$ cat src/sv/mlfq_pkg.sv
// shared types and codes for the multilevel feedback queue scheduler
package mlfq_pkg;

  localparam int unsigned OP_W     = 3;
  localparam int unsigned TASK_W   = 6;
  localparam int unsigned TIME_W   = 32;
  localparam int unsigned LEVEL_W  = 3;
  localparam int unsigned STATUS_W = 2;
  localparam int unsigned AGE_W    = 16;
  localparam int unsigned KIND_W   = 3;

  localparam logic [AGE_W-1:0] MAX_AGE_RST = 16'd30;

  localparam logic [OP_W-1:0] OP_ADMIT  = 3'd0;
  localparam logic [OP_W-1:0] OP_WAKE   = 3'd1;
  localparam logic [OP_W-1:0] OP_SCHED  = 3'd2;
  localparam logic [OP_W-1:0] OP_SLICE  = 3'd3;
  localparam logic [OP_W-1:0] OP_REMOVE = 3'd4;

  localparam logic [STATUS_W-1:0] ST_OK       = 2'd0;
  localparam logic [STATUS_W-1:0] ST_FULL     = 2'd1;
  localparam logic [STATUS_W-1:0] ST_NOTFOUND = 2'd2;
  localparam logic [STATUS_W-1:0] ST_EMPTY    = 2'd3;

  localparam logic [KIND_W-1:0] KIND_ADMIT  = 3'd0;
  localparam logic [KIND_W-1:0] KIND_WAKE   = 3'd1;
  localparam logic [KIND_W-1:0] KIND_SCHED  = 3'd2;
  localparam logic [KIND_W-1:0] KIND_SLICE  = 3'd3;
  localparam logic [KIND_W-1:0] KIND_REMOVE = 3'd4;
  localparam logic [KIND_W-1:0] KIND_NOP    = 3'd5;
  localparam logic [KIND_W-1:0] KIND_BAD    = 3'd6;

  typedef struct packed {
    logic [OP_W-1:0]   operation;
    logic [TASK_W-1:0] task_id;
    logic [TIME_W-1:0] now;
    logic              demote;
  } mlfq_in_t;

  typedef struct packed {
    logic                granted;
    logic [TASK_W-1:0]   granted_task;
    logic [LEVEL_W-1:0]  granted_level;
    logic [STATUS_W-1:0] status;
  } mlfq_out_t;

  typedef struct packed {
    logic [KIND_W-1:0] kind;
    logic [TASK_W-1:0] task_id;
    logic [TIME_W-1:0] now;
    logic              demote;
  } mlfq_item_t;

endpackage

$ cat src/sv/mlfq_front.sv
// front end: accepts transactions, classifies them and queues them for the engine
module mlfq_front import mlfq_pkg::*; #(
  parameter int unsigned MAX_TASKS = 64
) (
  input  logic       clk_i,
  input  logic       rst_ni,
  input  logic       hold_i,
  input  logic       in_valid_i,
  output logic       in_ready_o,
  input  mlfq_in_t   in_data_i,
  output logic       deq_valid_o,
  input  logic       deq_ready_i,
  output mlfq_item_t deq_data_o
);

  mlfq_item_t buf_q [2];
  logic       wptr_q, rptr_q;
  logic [1:0] cnt_q;
  mlfq_item_t cls;
  logic       push, pop;

  always_comb begin
    cls.task_id = in_data_i.task_id;
    cls.now     = in_data_i.now;
    cls.demote  = in_data_i.demote;
    if (in_data_i.operation == OP_SCHED) begin
      cls.kind = KIND_SCHED;
    end else if (in_data_i.operation > OP_REMOVE) begin
      cls.kind = KIND_NOP;
    end else if (32'(in_data_i.task_id) >= MAX_TASKS) begin
      cls.kind = KIND_BAD;
    end else begin
      case (in_data_i.operation)
        OP_ADMIT: cls.kind = KIND_ADMIT;
        OP_WAKE:  cls.kind = KIND_WAKE;
        OP_SLICE: cls.kind = KIND_SLICE;
        default:  cls.kind = KIND_REMOVE;
      endcase
    end
  end

  assign in_ready_o  = (cnt_q != 2'd2) && !hold_i;
  assign deq_valid_o = (cnt_q != 2'd0);
  assign deq_data_o  = buf_q[rptr_q];
  assign push        = in_valid_i && in_ready_o;
  assign pop         = deq_valid_o && deq_ready_i;

  always_ff @(posedge clk_i or negedge rst_ni) begin
    if (!rst_ni) begin
      wptr_q <= 1'b0;
      rptr_q <= 1'b0;
      cnt_q  <= 2'd0;
    end else begin
      if (push) wptr_q <= !wptr_q;
      if (pop) rptr_q <= !rptr_q;
      cnt_q <= cnt_q + {1'b0, push} - {1'b0, pop};
    end
  end

  always_ff @(posedge clk_i) begin
    if (push) buf_q[wptr_q] <= cls;
  end

endmodule

$ cat config.mk
export PLATFORM = sky130hd
export DESIGN_NAME = mlfq_front
export DESIGN_NICKNAME = d
export VERILOG_FILES = /design/src/sv/mlfq_pkg.sv /design/src/sv/mlfq_front.sv
export SDC_FILE = /design/constraint.sdc
export NUM_CORES = 1
export LEC_CHECK = 0
export BUFFER_PORTS_ARGS = -buffer_cell sky130_fd_sc_hd__buf_2
export CELL_PAD_IN_SITES_DETAIL_PLACEMENT = 1
export CELL_PAD_IN_SITES_GLOBAL_PLACEMENT = 2
export CORE_MARGIN = 8
export CORE_UTILIZATION = 40
export DETAILED_ROUTE_END_ITERATION = 8
export PLACE_DENSITY_LB_ADDON = 0.1
export SLEW_MARGIN = 5
export SYNTH_ARGS = -nofsm -noshare
export SYNTH_HDL_FRONTEND = slang
export SYNTH_SLANG_ARGS = --single-unit
$ cat constraint.sdc
create_clock -name clk_i -period 8.2 [get_ports clk_i]
set_input_delay 0.41 -clock clk_i [delete_from_list [all_inputs] [get_ports clk_i]]
set_output_delay 0.41 -clock clk_i [all_outputs]
set_load 0.01 [all_outputs]
-- Word level (Yosys, flattened, before mapping)
Memory sizes are Yosys's and may differ from the RTL's.
Cells that the tools add are included.
- bits in latches: 0
- output and inout port bits: 44
- bits in registers: 4
- word-level logic and storage cells: 24
- bits of input ports: 47
- RAM bits: 84
- memories: 1
- bits in read-only memories: 0
- memories (memory ; depth ; width ; rd ports ; clocked after Yosys merged registers in ; wr ports ; line ; RTL):
    buf_q ; 2 ; 42 ; 1 ; 0 ; 1 ; mlfq_front.sv:16 ; mlfq_item_t buf_q [2];
- bitwise gates (word level): 0
- divide/modulo/power cells: 0
- multipliers: 0
- reduce and logical (&&, ||, !) cells: 8
- add/sub/neg operators: 2
- eq/ne operators: 4
- shifts and indexed selects: 0
- muxes and demuxes: 5
- magnitude comparators: 1
- operator list (kind ; number):
    $pmux 3 s3 ; 1
    $eq 3x2->1 const B ; 2
    $mux 3 ; 2
    $eq 3x1->1 const B ; 1
    $gt 3x3->1 const B ; 1
    $logic_and 1x1->1 ; 3
    $logic_not 1->1 ; 3
    $logic_not 3->1 ; 1
    $add 2x1->2 ; 1
    $mux 1 ; 2
    $ne 2x2->1 const B ; 1
    $reduce_bool 2->1 ; 1
    $sub 2x1->2 ; 1

-- Logic depth before layout (Yosys ltp)
- depth after elaboration: 5
- gate-level depth with buffers: 7
- mapped depth without buffers: 7

-- Worst setup path before layout
OpenSTA, ideal clock, no wires.
- path kind: reg2reg
- from: register cnt_q[0]
- to: memory buf_q[0][0] (netlist name) (enable)
- path slack: 5246 ps
- clock period less this slack: 2954 ps
- path buffers: 0
- setup time: 441 ps
- stages on the path, launching flop included: 4
- data required time: 7759 ps
- arrival: 2513 ps
- cells stage by stage: dfrtp_1 inv_1 a211o_1 nor2_1
- longest elaborated chain between the ends: 5
- ends and longest elaborated chain (what ; line ; RTL):
    start: declaration ; mlfq_front.sv:18 ; logic [1:0] cnt_q;
    start signal: assignment ; mlfq_front.sv:56 ; cnt_q <= cnt_q + {1'b0, push} - {1'b0, pop};
    $ne 2x2->1 ; mlfq_front.sv:42 ; assign in_ready_o = (cnt_q != 2'd2) && !hold_i;
    $logic_and 1x1->1 ; mlfq_front.sv:42 ;
    $logic_and 1x1->1 ; mlfq_front.sv:45 ; assign push = in_valid_i && in_ready_o;
    $mux 1 ; mlfq_front.sv:61 ; if (push) buf_q[wptr_q] <= cls;
    $mux 1 (implied by the code) ; mlfq_front.sv:61 ;
    end: declaration ; mlfq_front.sv:16 ;
Every way passes these cells.

==> results.sh <==
export IMPL_status="complete, no violations"
export IMPL_antennaDiodeCount=0
export IMPL_synth_top_cell_area_share_pct=76.6
export IMPL_overflow=0
export IMPL_htreeDepth=3
export IMPL_hold_depth=1
export IMPL_crit_path_end_kind="primary output"
export IMPL_core_area_um2=8090
export IMPL_synth_top_cell_by_area="edfxtp_1"
export IMPL_tightest_slew_ps=1050
export IMPL_critical_path_depth=2
export IMPL_rows=33
export IMPL_critical_path_class="flip-flop to primary output"
export IMPL_hp_class="primary input to flip-flop"
export IMPL_hold_violations=0
export IMPL_fp_dieH_um=107
export IMPL_critical_path_cell_chain="mux2_2 > buf_2"
export IMPL_slew_violations=0
export IMPL_drv_cap=0
export IMPL_drc=0
export IMPL_ir_worst_vdd_v=0.000121
export IMPL_initial_core_util_pct=40.7
export IMPL_fin_util_pct=50.0
export IMPL_synthesis_area_um2=3290
export IMPL_setup_violations=0
export IMPL_first_iter_violations=54
export IMPL_cts_setup_buffers=0
export IMPL_startpoint_type="flip-flop"
export IMPL_critPathMaxStageDelay_ps=1070
export IMPL_drtPass1Iterations=4
export IMPL_numClockSinks=88
export IMPL_path_max_fanout=43
export IMPL_fin_worst_skew_ps=3.94
export IMPL_cts_hold_buf=1
export IMPL_gp_congestion=0.651
export IMPL_timing_final_crit_share_pct=29.4
export IMPL_die_w_um=107
export IMPL_port_buffers=90
export IMPL_fillCellCount=774
export IMPL_max_slew_margin_rel_pct=29.8
export IMPL_clk_root_buffer_cell="clkbuf_8"
export IMPL_ant_nets=0
export IMPL_grtUsageTotal_pct=10.8
export IMPL_syn_nets=203
export IMPL_post_cts_resized=0
export IMPL_die_area_um2=11400
export IMPL_finish_net_count=301
export IMPL_cts_made_buffers=9
export IMPL_arrival_ps=2000
export IMPL_antenna_found_initial=1
export IMPL_grt_pass1_wl_mm=9.44
export IMPL_clockBufferDepth=2
export IMPL_wl_per_cell_um=16.7
export IMPL_worstPathRequired_ps=7790
export IMPL_ios=91
export IMPL_path_clk_slew_ps=80
export IMPL_p_total_mw=1.22
export IMPL_final_area_um2=4050
export IMPL_dpl_instance_area_um2=3840
export IMPL_grt_pass1_vias=1856
export IMPL_clk_latency_ps=330
export IMPL_tns_ps=0
export IMPL_routed_wl_mm=6.04
export IMPL_layout_commonest_cell="buf_2"
export IMPL_grt_max_degree=44
export IMPL_ys_warn_count=0
export IMPL_viasPerCell=4.68
export IMPL_p_per_area_nw_per_um2=302
export IMPL_slowest_stage="dfrtp_2"
export IMPL_synth_cells=154
export IMPL_clock_fmax_ghz=0.415
export IMPL_fin_crit_ps=2410
export IMPL_area_delta_synth_final_pct=23.0
export IMPL_cp_top_family="flip-flops"
export IMPL_netlist_top_cells_area="edfxtp_1 (77%), mux2_2 (13%), dfrtp_1 (3.0%)"
export IMPL_setup_slack_ps=5790
export IMPL_cts_tree="done"
export IMPL_rsz0062_at_grt="no"
export IMPL_vias=1693
export IMPL_ys_seq_elements=88
export IMPL_p_leak_nw=1.52
export IMPL_worst_path_buf_inv=1
export IMPL_drive_gt1_share_pct=59.5
export IMPL_hpwlAfterDp_mm=4.14
export IMPL_rr_worst_depth=4
export IMPL_ys_seq_area_share_pct=79.7
export IMPL_syn_area_per_cell_um2=21.4
export IMPL_layout_common_cells="buf_2 (90), edfxtp_1 (84), mux2_2 (39), clkbuf_8 (9), inv_1 (4)"
export IMPL_ys_types=17
export IMPL_dp_worst_setup_slack_ps=6040
## through the flow
stage / hold slack [ps] / cells
floorplan: 114 / 154
global placement: 225 / 345
detailed placement: 225 / 345
CTS: 234 / 362
global route: 233 / 362
finish: 255 / 362
## per-layer routing
metal / routed length [µm] / part of all wire (%) / track usage [%] / vias to the layer above
met2: 2940 / 49 / 17.5 / 59
li1: - / - / - / 788
met5: 14 / 0.23 / 0 / -
met1: 2410 / 40 / 11.7 / 832
met4: 115 / 1.9 / 5.43 / 2
met3: 566 / 9.4 / 5.16 / 12
## registers in the layout, indices dropped and copies added, names as in the netlist
name and flops:
buf_q 84, cnt_q 2, rptr_q 1, wptr_q 1
## cell type report
class | instances | area, µm² | area share [%]
clock inverter | 7 | 71.3 | 1.76
multi-input combinational | 56 | 609 | 15.0
clock buffer | 9 | 124 | 3.06
sequential | 88 | 2620 | 64.8
inverter | 4 | 15.0 | 0.371
tap | 105 | 131 | 3.24
timing repair buffer | 93 | 475 | 11.7
## worst register-to-register path: cells and delay by family (launching register included)
| kind | cells | cell delay [ps] |
|---|---|---|
| buffers and inverters | 2 | 510 |
| flip-flops | 1 | 370 |
| AO/OA/AOI/OAI | 1 | 400 |
| AND/OR/NAND/NOR | 1 | 410 |
## where the power goes
group / total [mW] / switching (mW) / leakage (nW) / internal, mW
logic: 0.315 / 0.145 / 0.618 / 0.171
registers: 0.623 / 0.0621 / 0.813 / 0.561
clock network: 0.285 / 0.144 / 0.0933 / 0.141
total: 1.22 / 0.351 / 1.52 / 0.873
## cell usage after synthesis
cell       n
nor2_1     2
edfxtp_1  84
a211o_1    1
mux2_4     3
dfrtp_1    4
inv_1      4
and2_4     1
a21oi_1    1
a21o_1     1
mux2_2    39
clkbuf_1   1
nor2b_1    1
ha_1       2
xnor2_1    3
buf_6      5
xor2_1     1
or2_1      1
## cell families (layout without fill, tap and decap cells)
kind of cell / count (synthesis) / after routing / share of synthesized area (%)
flops: 88 / 88 / 79.7
buf+inv: 10 / 113 / 2.28
simple gates: 5 / 5 / 0.875
mux: 42 / 42 / 14.7
xor+xnor: 4 / 4 / 1.06
compound gates: 3 / 3 / 0.646
fa+ha+maj: 2 / 2 / 0.760
## final timing paths
| path | end | from | slack [ps] |
|---|---|---|---|
| min | buf_q[1][16]$_DFFE_PP_ | in_data_i[16] | 250 |
| max reg2reg | buf_q[0][36]$_DFFE_PP_ | cnt_q[0]$_DFF_PN0_ | 6170 |
| max in group asynchronous | rptr_q$_DFFE_PN0P_ | rst_ni | 7650 |
| min reg2reg | cnt_q[0]$_DFF_PN0_ | cnt_q[0]$_DFF_PN0_ | 540 |
| max | deq_data_o[40] | rptr_q$_DFFE_PN0P_ | 5790 |
| min in group asynchronous | wptr_q$_DFFE_PN0P_ | rst_ni | 420 |
No activity file was read; power rests on OpenSTA's default activity.
